**src/clnw_pkg.sv**
```systemverilog
// ----------------------------------------------------------------------------
// clnw_pkg
// Types and constants shared by the character display nibble writer.
// ----------------------------------------------------------------------------
package clnw_pkg;

  localparam int unsigned ENTRY_W = 9;

  // Configuration register indexes
  localparam logic [1:0] CFG_REALTIME_MODE  = 2'd0;
  localparam logic [1:0] CFG_ENABLE_WIDTH   = 2'd1;
  localparam logic [1:0] CFG_HIGH_SETTLE    = 2'd2;
  localparam logic [1:0] CFG_LOW_SETTLE     = 2'd3;

  // Reset values of the configuration registers
  localparam logic       RST_REALTIME_MODE  = 1'b1;
  localparam logic [7:0] RST_ENABLE_WIDTH   = 8'd1;
  localparam logic [9:0] RST_HIGH_SETTLE    = 10'd1;
  localparam logic [9:0] RST_LOW_SETTLE     = 10'd34;

  // Opcodes
  localparam logic OP_SEND  = 1'b0;
  localparam logic OP_DRAIN = 1'b1;

  // Result status codes
  localparam logic [1:0] ST_PHASE   = 2'd0;
  localparam logic [1:0] ST_QUEUED  = 2'd1;
  localparam logic [1:0] ST_DROPPED = 2'd2;
  localparam logic [1:0] ST_EMPTY   = 2'd3;

  // Steps of one nibble transfer
  localparam logic [1:0] STEP_SETUP  = 2'd0;
  localparam logic [1:0] STEP_PULSE  = 2'd1;
  localparam logic [1:0] STEP_SETTLE = 2'd2;

  typedef struct packed {
    logic       opcode;
    logic [7:0] byte_value;
    logic       is_data;
  } clnw_req_t;

  typedef struct packed {
    logic       register_select;
    logic       enable_level;
    logic [3:0] data_nibble;
    logic [9:0] hold_us;
    logic [1:0] status;
    logic       last;
  } clnw_res_t;

  typedef struct packed {
    logic push;
    logic pop;
  } clnw_qcmd_t;

  typedef struct packed {
    logic empty;
    logic full;
  } clnw_qstat_t;

endpackage

```
**src/clnw_ram.sv**
```systemverilog
// ----------------------------------------------------------------------------
// clnw_ram
// Single-port-write, single-port-read synchronous RAM, registered read data.
// ----------------------------------------------------------------------------
module clnw_ram #(
  parameter int unsigned DEPTH = 32,
  parameter int unsigned WIDTH = 9,
  parameter int unsigned AW    = $clog2(DEPTH)
) (
  input  logic             clk_i,
  input  logic             we_i,
  input  logic [AW-1:0]    waddr_i,
  input  logic [WIDTH-1:0] wdata_i,
  input  logic             re_i,
  input  logic [AW-1:0]    raddr_i,
  output logic [WIDTH-1:0] rdata_o
);

  logic [WIDTH-1:0] mem [DEPTH];
  logic [WIDTH-1:0] rdata_q;

  always_ff @(posedge clk_i) begin
    if (we_i) begin
      mem[waddr_i] <= wdata_i;
    end
  end

  always_ff @(posedge clk_i) begin
    if (re_i) begin
      rdata_q <= mem[raddr_i];
    end
  end

  assign rdata_o = rdata_q;

endmodule

```
**src/clnw_queue.sv**
```systemverilog
// ----------------------------------------------------------------------------
// clnw_queue
// FIFO of queued requests: head, tail and fill count around one RAM.
// ----------------------------------------------------------------------------
module clnw_queue #(
  parameter int unsigned QUEUE_DEPTH = 32
) (
  input  logic                          clk_i,
  input  logic                          rst_ni,
  input  clnw_pkg::clnw_qcmd_t          cmd_i,
  input  logic [clnw_pkg::ENTRY_W-1:0]  wdata_i,
  output clnw_pkg::clnw_qstat_t         stat_o,
  output logic [clnw_pkg::ENTRY_W-1:0]  rdata_o
);
  import clnw_pkg::*;

  localparam int unsigned PTR_W = $clog2(QUEUE_DEPTH);
  localparam int unsigned CNT_W = $clog2(QUEUE_DEPTH + 1);
  localparam logic [PTR_W-1:0] PTR_MAX = PTR_W'(QUEUE_DEPTH - 1);
  localparam logic [CNT_W-1:0] CNT_FULL = CNT_W'(QUEUE_DEPTH);

  logic [PTR_W-1:0] head_q, head_d;
  logic [PTR_W-1:0] tail_q, tail_d;
  logic [CNT_W-1:0] count_q, count_d;

  always_comb begin
    head_d  = head_q;
    tail_d  = tail_q;
    count_d = count_q;
    if (cmd_i.push) begin
      tail_d  = (tail_q == PTR_MAX) ? '0 : tail_q + 1'b1;
      count_d = count_q + 1'b1;
    end else if (cmd_i.pop) begin
      head_d  = (head_q == PTR_MAX) ? '0 : head_q + 1'b1;
      count_d = count_q - 1'b1;
    end
  end

  always_ff @(posedge clk_i or negedge rst_ni) begin
    if (!rst_ni) begin
      head_q  <= '0;
      tail_q  <= '0;
      count_q <= '0;
    end else begin
      head_q  <= head_d;
      tail_q  <= tail_d;
      count_q <= count_d;
    end
  end

  assign stat_o.empty = (count_q == '0);
  assign stat_o.full  = (count_q == CNT_FULL);

  clnw_ram #(
    .DEPTH (QUEUE_DEPTH),
    .WIDTH (ENTRY_W),
    .AW    (PTR_W)
  ) u_ram (
    .clk_i   (clk_i),
    .we_i    (cmd_i.push),
    .waddr_i (tail_q),
    .wdata_i (wdata_i),
    .re_i    (cmd_i.pop),
    .raddr_i (head_q),
    .rdata_o (rdata_o)
  );

endmodule

```
**src/clnw_seq.sv**
```systemverilog
// ----------------------------------------------------------------------------
// clnw_seq
// Request decode, configuration registers and the pin phase sequencer.
// ----------------------------------------------------------------------------
module clnw_seq (
  input  logic                          clk_i,
  input  logic                          rst_ni,
  input  logic                          start_i,
  input  clnw_pkg::clnw_req_t           req_i,
  output logic                          busy_o,
  input  logic                          cfg_we_i,
  input  logic [1:0]                    cfg_idx_i,
  input  logic [9:0]                    cfg_wdata_i,
  output clnw_pkg::clnw_qcmd_t          qcmd_o,
  output logic [clnw_pkg::ENTRY_W-1:0]  qwdata_o,
  input  clnw_pkg::clnw_qstat_t         qstat_i,
  input  logic [clnw_pkg::ENTRY_W-1:0]  qrdata_i,
  output logic                          res_valid_o,
  output clnw_pkg::clnw_res_t           res_o
);
  import clnw_pkg::*;

  typedef enum logic [2:0] {
    S_IDLE  = 3'b001,
    S_FETCH = 3'b010,
    S_EMIT  = 3'b100
  } state_e;

  state_e     state_q, state_d;
  logic       realtime_q;
  logic [7:0] enable_width_q;
  logic [9:0] high_settle_q;
  logic [9:0] low_settle_q;

  logic [7:0] byte_q, byte_d;
  logic       flag_q, flag_d;
  logic       low_nib_q, low_nib_d;
  logic [1:0] step_q, step_d;
  logic       res_valid_q, res_valid_d;
  clnw_res_t  res_q, res_d;
  logic       accept;

  assign accept = start_i && (state_q == S_IDLE);
  assign busy_o = (state_q != S_IDLE);
  assign qwdata_o = {req_i.is_data, req_i.byte_value};

  always_ff @(posedge clk_i or negedge rst_ni) begin
    if (!rst_ni) begin
      realtime_q     <= RST_REALTIME_MODE;
      enable_width_q <= RST_ENABLE_WIDTH;
      high_settle_q  <= RST_HIGH_SETTLE;
      low_settle_q   <= RST_LOW_SETTLE;
    end else if (cfg_we_i) begin
      case (cfg_idx_i)
        CFG_REALTIME_MODE: realtime_q     <= cfg_wdata_i[0];
        CFG_ENABLE_WIDTH:  enable_width_q <= cfg_wdata_i[7:0];
        CFG_HIGH_SETTLE:   high_settle_q  <= cfg_wdata_i;
        CFG_LOW_SETTLE:    low_settle_q   <= cfg_wdata_i;
        default: ;
      endcase
    end
  end

  always_comb begin
    state_d     = state_q;
    byte_d      = byte_q;
    flag_d      = flag_q;
    low_nib_d   = low_nib_q;
    step_d      = step_q;
    res_valid_d = 1'b0;
    res_d       = '0;
    qcmd_o      = '0;
    case (state_q)
      S_IDLE: begin
        if (accept) begin
          if (req_i.opcode == OP_SEND) begin
            if (realtime_q) begin
              byte_d    = req_i.byte_value;
              flag_d    = req_i.is_data;
              low_nib_d = 1'b0;
              step_d    = STEP_SETUP;
              state_d   = S_EMIT;
            end else if (qstat_i.full) begin
              res_valid_d = 1'b1;
              res_d.status = ST_DROPPED;
              res_d.last   = 1'b1;
            end else begin
              qcmd_o.push  = 1'b1;
              res_valid_d  = 1'b1;
              res_d.status = ST_QUEUED;
              res_d.last   = 1'b1;
            end
          end else if (qstat_i.empty) begin
            res_valid_d  = 1'b1;
            res_d.status = ST_EMPTY;
            res_d.last   = 1'b1;
          end else begin
            qcmd_o.pop = 1'b1;
            state_d    = S_FETCH;
          end
        end
      end
      S_FETCH: begin
        // queue entry arrives in the cycle after the pop
        byte_d    = qrdata_i[7:0];
        flag_d    = qrdata_i[8];
        low_nib_d = 1'b0;
        step_d    = STEP_SETUP;
        state_d   = S_EMIT;
      end
      S_EMIT: begin
        res_valid_d           = 1'b1;
        res_d.register_select = flag_q;
        res_d.enable_level    = (step_q == STEP_PULSE);
        res_d.data_nibble     = low_nib_q ? byte_q[3:0] : byte_q[7:4];
        res_d.status          = ST_PHASE;
        if (step_q == STEP_SETTLE) begin
          res_d.hold_us = low_nib_q ? low_settle_q : high_settle_q;
          step_d        = STEP_SETUP;
          low_nib_d     = 1'b1;
          if (low_nib_q) begin
            res_d.last = 1'b1;
            state_d    = S_IDLE;
          end
        end else begin
          res_d.hold_us = {2'b00, enable_width_q};
          step_d        = step_q + 2'd1;
        end
      end
      default: state_d = S_IDLE;
    endcase
  end

  always_ff @(posedge clk_i or negedge rst_ni) begin
    if (!rst_ni) begin
      state_q     <= S_IDLE;
      res_valid_q <= 1'b0;
      low_nib_q   <= 1'b0;
      step_q      <= STEP_SETUP;
    end else begin
      state_q     <= state_d;
      res_valid_q <= res_valid_d;
      low_nib_q   <= low_nib_d;
      step_q      <= step_d;
    end
  end

  always_ff @(posedge clk_i) begin
    byte_q <= byte_d;
    flag_q <= flag_d;
    res_q  <= res_d;
  end

  assign res_valid_o = res_valid_q;
  assign res_o       = res_q;

endmodule

```
**src/char_lcd_nibble_writer_with_queue_unit.sv**
```systemverilog
// ----------------------------------------------------------------------------
// char_lcd_nibble_writer_with_queue_unit
// Character display writer for a 4-bit bus with a deferred request queue.
// ----------------------------------------------------------------------------
//  channel   | handshake          | payload
//  ----------+--------------------+-----------------------------
//  request   | start_i / busy_o   | req_i (opcode, byte, flag)
//  result    | res_valid_o strobe | res_o (pins, hold, status)
//  config    | cfg_we_i           | cfg_idx_i, cfg_wdata_i
//
// A send in real-time mode keeps busy_o high while it yields one pin phase per
// cycle; a drain of a held entry first passes a fetch state for the queue RAM
// read. Queued, dropped and empty status results appear the cycle after the
// request and do not raise busy_o. Every result is shown for one cycle only.
// After reset the queue is empty and the registers hold their reset values.
// ----------------------------------------------------------------------------
module char_lcd_nibble_writer_with_queue_unit #(
  parameter int unsigned QUEUE_DEPTH = 32
) (
  input  logic                 clk_i,
  input  logic                 rst_ni,
  input  logic                 start_i,
  input  clnw_pkg::clnw_req_t  req_i,
  output logic                 busy_o,
  input  logic                 cfg_we_i,
  input  logic [1:0]           cfg_idx_i,
  input  logic [9:0]           cfg_wdata_i,
  output logic                 res_valid_o,
  output clnw_pkg::clnw_res_t  res_o
);
  import clnw_pkg::*;

  clnw_qcmd_t         qcmd;
  clnw_qstat_t        qstat;
  logic [ENTRY_W-1:0] qwdata;
  logic [ENTRY_W-1:0] qrdata;

  clnw_seq u_seq (
    .clk_i       (clk_i),
    .rst_ni      (rst_ni),
    .start_i     (start_i),
    .req_i       (req_i),
    .busy_o      (busy_o),
    .cfg_we_i    (cfg_we_i),
    .cfg_idx_i   (cfg_idx_i),
    .cfg_wdata_i (cfg_wdata_i),
    .qcmd_o      (qcmd),
    .qwdata_o    (qwdata),
    .qstat_i     (qstat),
    .qrdata_i    (qrdata),
    .res_valid_o (res_valid_o),
    .res_o       (res_o)
  );

  clnw_queue #(
    .QUEUE_DEPTH (QUEUE_DEPTH)
  ) u_queue (
    .clk_i   (clk_i),
    .rst_ni  (rst_ni),
    .cmd_i   (qcmd),
    .wdata_i (qwdata),
    .stat_o  (qstat),
    .rdata_o (qrdata)
  );

endmodule
```
**config.mk**
```make
export PLATFORM = sky130hd
export DESIGN_NAME = char_lcd_nibble_writer_with_queue_unit
export DESIGN_NICKNAME = d
export VERILOG_FILES = /design/src/clnw_pkg.sv /design/src/clnw_ram.sv /design/src/clnw_queue.sv /design/src/clnw_seq.sv /design/src/char_lcd_nibble_writer_with_queue_unit.sv
export SDC_FILE = /design/constraint.sdc
export NUM_CORES = 1
export LEC_CHECK = 0
export ABC_AREA = 1
export BUFFER_PORTS_ARGS = -buffer_cell sky130_fd_sc_hd__buf_2
export CAP_MARGIN = 0
export CORE_UTILIZATION = 35
export CTS_CLUSTER_SIZE = 20
export DETAILED_ROUTE_END_ITERATION = 7
export MAX_ROUTING_LAYER = met4
export PLACE_DENSITY = 0.62
export REMOVE_ABC_BUFFERS = 1
export SLEW_MARGIN = 20
export SYNTH_ARGS = -nofsm -noshare
export SYNTH_HDL_FRONTEND = slang
export SYNTH_SLANG_ARGS = --single-unit
```
**constraint.sdc**
```tcl
create_clock -name clk_i -period 2.6 [get_ports clk_i]
set_clock_uncertainty 0.05 [all_clocks]
set_input_delay 0.52 -clock clk_i [delete_from_list [all_inputs] [get_ports clk_i]]
set_output_delay 0.52 -clock clk_i [all_outputs]
set_load 0.1 [all_outputs]
```
==> results of run 1 <==
==> timing repair <==
action | CTS | global route
hold buffers | 1 | 0
gates resized for setup | 0 | 0
hold endpoints to repair | 16 | 0
==> power by group through the flow <==
stage / logic (W) / clock network [W] / registers, W
floorplan: 0.00326 / 0 / 0.00803
global placement: 0.00564 / 0 / 0.00753
detailed placement: 0.00568 / 0 / 0.00754
CTS: 0.00571 / 0.00581 / 0.00742
global route: 0.00634 / 0.00603 / 0.00747
finish: 0.00573 / 0.00569 / 0.00743
==> state kept, by name, summed over array words and instances, names as in the netlist, 2 cells and up <==
signal and cells:
u_seq.low_settle_q 10, u_queue.head_q 5, u_queue.count_q 6, u_seq.state_q 3, u_seq.step_q 2, u_seq.enable_width_q 8
u_queue.u_ram.rdata_o 9, u_seq.byte_q 8, u_queue.tail_q 5, u_queue.u_ram.mem 288, u_seq.high_settle_q 10, u_seq.res_o 19
==> Yosys cell counts, types with 4 or more instances <==
library cell,n
o21ai_0,35
mux2_2,9
dfrtp_1,46
nor2_1,52
o21ai_1,8
dfstp_2,6
buf_2,36
inv_1,50
o22ai_1,9
a21oi_1,51
ha_1,12
buf_4,5
clkbuf_1,21
nor2_4,4
nand2_1,501
edfxtp_1,306
nor3_1,6
nand3_1,177
mux2i_1,8
dfxtp_1,19
==> worst max-delay path by stage <==
stage                                    end  slack [ns]  cells after the start               from
floorplan           u_queue.u_ram.rdata_o[1]       -2.42                      9  u_queue.head_q[0]
detailed placement        u_queue.count_q[5]        0.13                     14           req_i[9]
global placement          u_queue.count_q[5]        0.19                     14           req_i[9]
CTS                       u_queue.count_q[5]        0.31                     12   u_seq.state_q[0]
global route              u_queue.count_q[5]        0.13                     12   u_seq.state_q[0]
finish                    u_queue.count_q[5]        0.32                     12   u_seq.state_q[0]
==> worst min-delay path: cells and delay by family <==
| kind | cells | cell delay [ns] |
|---|---|---|
| AOI/OAI and AO/OA | 1 | 0.09 |
| buffers and inverters | 2 | 0.18 |
==> layer usage <==
layer,global-route usage (%),vias up
met5,-,-
met4,5.358,0
met3,2.777,71
met2,26.11,385
met1,23.99,4964
li1,-,4913
==> per-stage QoR <==
| stage | total power [W] | utilization, % | setup slack, ns |
|---|---|---|---|
| CTS | 0.01894 | 41.56 | 0.3134 |
| finish | 0.01884 | 41.56 | 0.3191 |
| global route | 0.01984 | 41.56 | 0.1284 |
| detailed placement | 0.01322 | 38.50 | 0.1346 |
| floorplan | 0.01130 | - | -2.422 |
| global placement | 0.01317 | 38.50 | 0.1869 |
==> logic make-up (layout without fill, tap and decap cells) <==
| family | after synthesis | after routing | synth area share, % |
|---|---|---|---|
| compound gates | 108 | 108 | 3.655 |
| simple gates | 751 | 751 | 20.22 |
| mux | 17 | 17 | 1.170 |
| flops | 377 | 377 | 70.15 |
| fa+ha+maj | 13 | 13 | 1.097 |
| xor+xnor | 3 | 3 | 0.1695 |
| buf+inv | 123 | 239 | 3.534 |
==> area by class of cell <==
type / instances / area [um2] / area share, %
Timing Repair Buffer: 112 / 803.3 / 4.458
Tap cell: 585 / 732.0 / 4.062
Clock buffer: 53 / 1115 / 6.187
Multi-Input combinational cell: 892 / 4080 / 22.64
Clock inverter: 19 / 198.9 / 1.104
Inverter: 55 / 209.0 / 1.160
Sequential cell: 377 / 10880 / 60.39
==> results.txt, run 1 <==
Sw Share -> 36.08%
Mapped Cells -> 1392
ys async rst share -> 13.79%
Clock Sinks -> 377
most frequent cells in the layout -> nand2_1, edfxtp_1, nand3_1
initial core utilization -> 35.76%
Worst Hold Launch -> cfg_wdata_i[1]
TritonCTS clock tree -> yes
Slowest-stage cell, CP -> dfstp_2
Post-Syn Area -> 0.01551 mm2
Netlist cell types -> 39
Worst setup EP type -> flop
CORE AREA -> 0.04336 mm2
initial antenna violation count -> 0
cell family with most CP delay -> simple AND/OR/NAND/NOR gates
Worst path most repeated cell -> nand2_1
highest routed layer -> met4
RSZ-0062 raised after global routing -> no
synthesis warning total -> 0
largest net degree at the start of global routing -> 83
WS Path Type -> flop to flop
Achievable Freq -> 438.4 MHz
EDFF count, synth -> 306
crit path DAT -> 2.65 ns
H-tree levels -> 2
WL/cell -> 17.75 um
drt initial violations -> 1065
Setup violations, final -> 0
# fillers -> 4136
setup TNS -> 0 ns
routability cong. -> 0.9038
Pre-antenna DRT Iters -> 6
sequential fraction of the synthesis area -> 70.15%
Clock transition at path regs -> 0.06 ns
Hold Fails Final Rpt -> 0
critical path launch point type -> flop
Seq pwr share -> 39.4%
hold path depth -> 3
Clock Tree Root -> clkbuf_16
status -> complete, no violations
met3 routed WL -> 2623 um
final instance area -> 0.01802 mm2
CTS max path bufs -> 3
Switch Pwr -> 0.006798 W
crit path cell chain -> nand4_2 -> nor2_8 -> inv_1 -> ha_1 -> nand2_1 -> inv_1 -> nand3_1 -> nand3_1 -> o21ai_0 -> nand2_1 -> nand2_1 -> nand2_1
vias in the first global route -> 10150
P per Cell Area -> 1046 mW/mm2
CP required -> 2.97 ns
Area contributors post-synth -> edfxtp_1, nand2_1, dfrtp_1
row count -> 76
total CTS buffers -> 39
DRC violations left -> 0
total global routing track utilization -> 17.32%
number of maximum-capacitance violations -> 0
CP Max Fanout -> 7
gr ovfl total -> 0
pins over their slew limit -> 0
Hold Path Sink -> u_seq.low_settle_q[1]
DRT Wirelength -> 37150 um
post-synth top area share -> 59.26%
most common cell after layout, fill and taps aside -> nand2_1
IO Count -> 47
Reg-to-Reg End -> u_queue.count_q[5]
Peak VDD IR -> 0.6174 mV
met2 routed WL -> 16600 um
reg2reg setup slack -> 0.32 ns
Die H -> 212.5 um
Slew headroom -> 49.41%
Clock Latency Late Sink -> 0.55 ns
CP Buf/Inv Count -> 2
Worst Hold Class -> input port to flop
Worst-Margin Slew -> 0.7567 ns
RR Startpoint -> u_seq.state_q[0]
reg2reg path depth -> 12
Pint -> 0.01204 W
# Post-CTS Setup Buffers -> 0
hpwl dp -> 24160 um
Placed Cells -> 2020
Main synth FF type -> edfxtp_1
Worst Hold Slack -> 0.2176 ns
total number of vias -> 10330
wire length of the first global-routing pass -> 57590 um
Nets -> 1516
static leakage -> 7.050 nW
fin crit period -> 2.281 ns
placed cell area -> 0.01670 mm2
#FFs+latches synth -> 377
post-synth top area cell -> edfxtp_1
Gate power share -> 30.4%
Clk pwr share -> 30.2%
Vias/cell -> 4.937
Die Area -> 0.04515 mm2
layout cell share with drive strength beyond 1 -> 13.26%
die width -> 212.5 um
Tcrit/Tclk final -> 87.73%
Finished Layout Cells -> 2093
Layout area overhead -> 16.21%
met1 wire length -> 16920 um
Worst path max stage delay -> 0.58 ns
Ant. Diodes -> 0
Syn Area/Cell -> 11.14 um2
post-route ant nets -> 0
Port Buffers -> 46
Power figures use the tool's default switching activity.
==> run 2, diff against run 1 <==
--- a/config.mk
+++ b/config.mk
@@ -7,12 +7,11 @@
 export LEC_CHECK = 0
 export ABC_AREA = 1
 export BUFFER_PORTS_ARGS = -buffer_cell sky130_fd_sc_hd__buf_2
-export CAP_MARGIN = 0
 export CORE_UTILIZATION = 35
 export CTS_CLUSTER_SIZE = 20
 export DETAILED_ROUTE_END_ITERATION = 7
 export MAX_ROUTING_LAYER = met4
-export PLACE_DENSITY = 0.62
+export PLACE_DENSITY = 0.54
 export REMOVE_ABC_BUFFERS = 1
 export SLEW_MARGIN = 20
 export SYNTH_ARGS = -nofsm -noshare
==> run 2 against run 1 <==
Net effect:
- fmax up 0.13%
- clock-buffer cell count up 4
- non-clock buffer count up 8
- first-iteration DRC count down 5.5%
- sequential power down 1%
- hold slack worse by 0.061 ns
- routed wire length up 4.5%
- sequential share of layout area down 0.56 points
- final area up 0.94%
- core utilization up 0.39 points
- clock power up 5.1%
- flip-flop and latch count unchanged
- critical endpoint unchanged
- highest routed layer unchanged
==> results.txt, run 2 (same netlist as run 1, synthesis figures left out) <==
Peak VDD IR -> 0.5685 mV (was 0.6174 mV)
DRT Wirelength -> 38800 um (was 37150 um)
busiest grt layer -> met2 (unchanged)
TritonCTS clock tree -> yes (unchanged)
GR Util met2 -> 27.56% (was 26.11%)
Hold Fails Final Rpt -> 0 (unchanged)
routing usage on met3 -> 3.087% (was 2.777%)
WL/cell -> 18.43 um (was 17.75 um)
Slew headroom -> 50.75% (was 49.41%)
Worst Hold Class -> input port to flop (unchanged)
Setup violations, final -> 0 (unchanged)
Worst-Margin Slew -> 0.7366 ns (was 0.7567 ns)
DRC violations left -> 0 (unchanged)
max reg flops -> 288 (unchanged)
CP Max Fanout -> 10 (was 7)
total CTS buffers -> 41 (was 39)
setup TNS -> 0 ns (unchanged)
Clock Latency Late Sink -> 0.56 ns (was 0.55 ns)
status -> complete, no violations (unchanged)
IO Count -> 47 (unchanged)
total number of vias -> 10310 (was 10330)
RSZ-0062 raised after global routing -> no (unchanged)
crit path DAT -> 2.65 ns (about the same)
hpwl dp -> 25280 um (was 24160 um)
CP Buf/Inv Count -> 1 (was 2)
gr ovfl total -> 0 (unchanged)
Clock transition at path regs -> 0.06 ns (about the same)
crit path cell chain -> nand4_2 -> nor2_8 -> inv_1 -> ha_1 -> a21oi_1 -> nand2_1 -> nor2_1 -> nand2_1 -> nand3_1 -> nand2_1 (was nand4_2 -> nor2_8 -> inv_1 -> ha_1 -> nand2_1 -> inv_1 -> nand3_1 -> nand3_1 -> o21ai_0 -> nand2_1 -> nand2_1 -> nand2_1)
initial antenna violation count -> 0 (unchanged)
row count -> 76 (unchanged)
Vias/cell -> 4.898 (was 4.937)
Die Area -> 0.04515 mm2 (unchanged)
routability cong. -> 0.9432 (was 0.9038)
vias in the first global route -> 10160 (was 10150)
Worst path most repeated cell -> nand2_1 (unchanged)
cell family with most CP delay -> simple AND/OR/NAND/NOR gates (unchanged)
WS Path Type -> flop to flop (unchanged)
total global routing track utilization -> 18.21% (was 17.32%)
largest net degree at the start of global routing -> 92 (was 83)
CP required -> 2.97 ns (about the same)
most frequent cells in the layout -> nand2_1, edfxtp_1, nand3_1 (unchanged)
P per Cell Area -> 1057 mW/mm2 (was 1046 mW/mm2)
Reg with most FFs -> u_queue.u_ram.mem (unchanged)
wire length of the first global-routing pass -> 59840 um (was 57590 um)
most common cell after layout, fill and taps aside -> nand2_1 (unchanged)
M1 GR Usage -> 24.77% (was 23.99%)
critical path launch point type -> flop (unchanged)
CORE AREA -> 0.04336 mm2 (unchanged)
initial core utilization -> 35.76% (unchanged)
Worst setup EP type -> flop (unchanged)
Ant. Diodes -> 0 (unchanged)
Clock Tree Root -> clkbuf_16 (unchanged)
H-tree levels -> 2 (unchanged)
Port Buffers -> 46 (unchanged)
number of maximum-capacitance violations -> 0 (unchanged)
pins over their slew limit -> 0 (unchanged)
Tcrit/Tclk final -> 87.61% (was 87.73%)
Worst Hold Slack -> 0.1564 ns (was 0.2176 ns)
total power -> 0.01922 W (was 0.01884 W)
# Post-CTS Setup Buffers -> 0 (unchanged)
fin crit period -> 2.278 ns (was 2.281 ns)
Layout area overhead -> 17.30% (was 16.21%)
Pre-antenna DRT Iters -> 7 (was 6)
post-route ant nets -> 0 (unchanged)
CTS max path bufs -> 3 (unchanged)
Die H -> 212.5 um (unchanged)
Achievable Freq -> 439.0 MHz (was 438.4 MHz)
layout cell share with drive strength beyond 1 -> 14.01% (was 13.26%)
Clock Sinks -> 377 (unchanged)
Post-CTS Resized -> 0 (unchanged)
drt initial violations -> 1006 (was 1065)
Slowest-stage cell, CP -> dfstp_2 (unchanged)
static leakage -> 7.131 nW (was 7.050 nW)
die width -> 212.5 um (unchanged)
Nets -> 1526 (was 1516)
Worst path max stage delay -> 0.58 ns (about the same)
Post-CTS Hold Fix Bufs -> 1 (unchanged)
run 2: changes by cell type in the layout (fill, tap and decap cells not counted), sizes merged:
| cell | delta |
|---|---|
| clkbuf | +4 |
| clkinv | -4 |
| buf | +8 |
| inv | +3 |
| clkinvlp | +1 |
run 2: final cells by class:
class / count / area, um2
fill: 4176 / 25170
timing repair buffer: 120 / 888.4
tap: 585 / 732.0
clock buffer: 57 / 1169
clock inverter: 19 / 229.0
sequential: 377 / 10880
inverter: 55 / 209.0
multi-input combinational: 892 / 4080
run 2: layer usage:
layer / vias up / routed length [um]
li1: 4948 / -
met1: 4937 / 17960
met2: 346 / 17460
met3: 79 / 2256
met4: 0 / 1119
met5: - / 0
run 2: final timing paths:
| check | endpoint | slack [ns] | from | cells after the start |
|---|---|---|---|---|
| max in group asynchronous | u_seq.low_settle_q[1] | 1.36 | rst_ni | 3 |
| min in group asynchronous | u_queue.head_q[2] | 0.46 | rst_ni | 2 |
| worst max register to register | u_queue.count_q[5] | 0.32 | u_seq.state_q[0] | 10 |
| worst min register to register | u_seq.res_o[17] | 0.39 | u_seq.step_q[1] | 1 |
| worst max-delay path | u_queue.count_q[5] | 0.32 | u_seq.state_q[0] | 10 |
| worst min-delay path | u_queue.u_ram.mem[1][5] | 0.16 | req_i[6] | 1 |
run 2: per-stage QoR:
| stage | cells | setup WS (ns) | cell area, um2 | util (%) |
|---|---|---|---|---|
| final | 2105 | 0.3221 | 18190 | 41.95 |
| after global routing | 2105 | 0.09859 | 18190 | 41.95 |
| after CTS | 2105 | 0.3066 | 18190 | 41.95 |
| after detailed placement | 2028 | 0.1317 | 16780 | 38.70 |
| after global placement | 2028 | 0.1107 | 16780 | 38.70 |
| after floorplan | 1324 | -2.422 | 15160 | - |
run 2: power breakdown:
| group | switching [W] | total, W | leakage (nW) | internal (W) |
|---|---|---|---|---|
| Combinational | 0.00424 | 0.00590 | 2.90 | 0.00166 |
| Clock | 0.00240 | 0.00598 | 0.682 | 0.00357 |
| Sequential | 0.000313 | 0.00735 | 3.55 | 0.00704 |
| Total | 0.00695 | 0.0192 | 7.13 | 0.0123 |
==> run 3, diff against run 2 <==
--- a/config.mk
+++ b/config.mk
@@ -13,6 +13,7 @@
 export MAX_ROUTING_LAYER = met4
 export PLACE_DENSITY = 0.54
 export REMOVE_ABC_BUFFERS = 1
+export SETUP_SLACK_MARGIN = 0.5
 export SLEW_MARGIN = 20
 export SYNTH_ARGS = -nofsm -noshare
 export SYNTH_HDL_FRONTEND = slang
==> run 3 against run 2 <==
Net effect:
- core utilization up 0.96 points
- first-iteration DRC count up 6.6%
- sequential share of layout area down 1.3 points
- fmax up 3.9%
- clock-buffer cell count unchanged
- highest routed layer unchanged
- register-to-register slack better by 0.09 ns
==> results.txt, run 3 (same netlist as run 1, synthesis figures left out) <==
WL/cell -> 18.67 um (was 18.43 um)
critical path launch point type -> flop (unchanged)
wire length of the first global-routing pass -> 59950 um (was 59840 um)
busiest grt layer -> met2 (unchanged)
total number of vias -> 10470 (was 10310)
Finished Layout Cells -> 2124 (was 2105)
Worst-Margin Slew -> 0.7327 ns (was 0.7366 ns)
Peak VDD IR -> 0.5722 mV (was 0.5685 mV)
Setup WS pre-CTS -> 0.1317 ns (unchanged)
Placed Cells -> 2028 (unchanged)
number of maximum-capacitance violations -> 0 (unchanged)
Die H -> 212.5 um (unchanged)
routability cong. -> 0.9432 (unchanged)
Reg with most FFs -> u_queue.u_ram.mem (unchanged)
pins over their slew limit -> 0 (unchanged)
Nets -> 1545 (was 1526)
Worst setup EP type -> flop (unchanged)
Port Buffers -> 46 (unchanged)
DRT Wirelength -> 39650 um (was 38800 um)
static leakage -> 7.258 nW (was 7.131 nW)
post-route ant nets -> 0 (unchanged)
most common cell after layout, fill and taps aside -> nand2_1 (unchanged)
max reg flops -> 288 (unchanged)
Slew headroom -> 51.02% (was 50.75%)
hpwl dp -> 25280 um (unchanged)
setup slack after layout -> 0.4081 ns (was 0.3221 ns)
initial antenna violation count -> 0 (unchanged)
GR Util met2 -> 27.61% (was 27.56%)
status -> complete, no violations (unchanged)
Clock Tree Root -> clkbuf_16 (unchanged)
TritonCTS clock tree -> yes (unchanged)
IO Count -> 47 (unchanged)
Setup violations, final -> 0 (unchanged)
Worst Hold Class -> input port to flop (unchanged)
Layout area overhead -> 20.00% (was 17.30%)
fin crit period -> 2.192 ns (was 2.278 ns)
drt initial violations -> 1072 (was 1006)
CP required -> 2.97 ns (about the same)
Achievable Freq -> 456.2 MHz (was 439.0 MHz)
row count -> 76 (unchanged)
crit path cell chain -> nor2_4 -> nand4_4 -> nor2_8 -> clkinvlp_4 -> ha_4 -> nand2_2 -> nand2_2 -> nand2_1 -> nand2_1 -> nor2_1 -> nand2_1 -> nand3_1 -> nand2_1 (was nand4_2 -> nor2_8 -> inv_1 -> ha_1 -> a21oi_1 -> nand2_1 -> nor2_1 -> nand2_1 -> nand3_1 -> nand2_1)
crit path DAT -> 2.57 ns (was 2.65 ns)
layout cell share with drive strength beyond 1 -> 17.48% (was 14.01%)
Worst path most repeated cell -> nand2_1 (unchanged)
most frequent cells in the layout -> nand2_1, edfxtp_1, nand3_1 (unchanged)
Die Area -> 0.04515 mm2 (unchanged)
gr ovfl total -> 0 (unchanged)
P per Cell Area -> 1056 mW/mm2 (was 1057 mW/mm2)
Final Util -> 42.91% (was 41.95%)
CORE AREA -> 0.04336 mm2 (unchanged)
vias in the first global route -> 10180 (was 10160)
Clock Sinks -> 377 (unchanged)
total global routing track utilization -> 18.24% (was 18.21%)
Ant. Diodes -> 0 (unchanged)
H-tree levels -> 2 (unchanged)
die width -> 212.5 um (unchanged)
initial core utilization -> 35.76% (unchanged)
Clock Latency Late Sink -> 0.56 ns (about the same)
Hold Fails Final Rpt -> 0 (unchanged)
RSZ-0062 raised after global routing -> yes (was no)
CP Max Fanout -> 5 (was 10)
WS Path Type -> flop to flop (unchanged)
routing usage on met3 -> 3.087% (unchanged)
Clock transition at path regs -> 0.06 ns (about the same)
Slowest-stage cell, CP -> dfrtp_1 (was dfstp_2)
Tcrit/Tclk final -> 84.30% (was 87.61%)
setup TNS -> 0 ns (unchanged)
CTS max path bufs -> 3 (unchanged)
final instance area -> 0.01861 mm2 (was 0.01819 mm2)
total CTS buffers -> 41 (unchanged)
Worst path max stage delay -> 0.42 ns (was 0.58 ns)
DRC violations left -> 0 (unchanged)
M1 GR Usage -> 24.82% (was 24.77%)
placed cell area -> 0.01678 mm2 (unchanged)
Vias/cell -> 4.931 (was 4.898)
largest net degree at the start of global routing -> 92 (unchanged)
Pre-antenna DRT Iters -> 5 (was 7)
[run 3: worst paths after layout]
check                                  from                       to  slack (ns)  depth (start not counted)
max                        u_seq.state_q[1]       u_queue.count_q[5]        0.41                         13
min                                req_i[6]  u_queue.u_ram.mem[1][5]        0.15                          1
max reg2reg                u_seq.state_q[1]       u_queue.count_q[5]        0.41                         13
min reg2reg                 u_seq.step_q[1]          u_seq.res_o[17]        0.40                          1
max in group asynchronous            rst_ni    u_seq.low_settle_q[1]        1.35                          3
min in group asynchronous            rst_ni        u_queue.head_q[1]        0.47                          2
[run 3: layout make-up]
| cell class | instances | area [um2] |
|---|---|---|
| Fill cell | 4131 | 24760 |
| Tap cell | 585 | 732.0 |
| Clock inverter | 19 | 229.0 |
| Multi-Input combinational cell | 892 | 4270 |
| Sequential cell | 377 | 10890 |
| Inverter | 55 | 219.0 |
| Clock buffer | 57 | 1169 |
| Timing Repair Buffer | 139 | 1101 |
[run 3: layer usage]
| layer | routed length (um) | part of all wire, % |
|---|---|---|
| met5 | 0 | 0 |
| met4 | 1128 | 2.8 |
| met3 | 2245 | 5.7 |
| met2 | 17890 | 45 |
| met1 | 18390 | 46 |
[run 3: critical path, delay by kind of cell (launching register included)]
family	cells	cell delay [ns]
flip-flops	1	0.42
buffers and inverters	1	0.23
AND/OR/NAND/NOR	11	1.10
adder cells (fa/ha/maj)	1	0.29
[run 3: power by group]
part | total (W) | leakage [nW] | internal [W] | switching, W
Combinational | 0.00626 | 3.03 | 0.00185 | 0.00441
Sequential | 0.00740 | 3.54 | 0.00704 | 0.000353
Clock | 0.00598 | 0.682 | 0.00357 | 0.00241
[run 3: stage by stage]
step | hold WS, ns | total power (W)
2_1_floorplan | 0.1744 | 0.01130
3_3_place_gp | 0.3921 | 0.01334
3_5_place_dp | 0.3935 | 0.01336
4_1_cts | 0.1436 | 0.01939
5_1_grt | 0.1638 | 0.02067
6_report | 0.1548 | 0.01964
[run 3: timing repair]
item | in CTS | in global routing
endpoints found under the setup margin | 33 | 95
hold buffers | 1 | 0
buffers inserted | 2 | 9
cloned | 0 | 8
gates resized for setup | 3 | 73
pin swaps | 2 | 16
hold endpoints to repair | 18 | 0
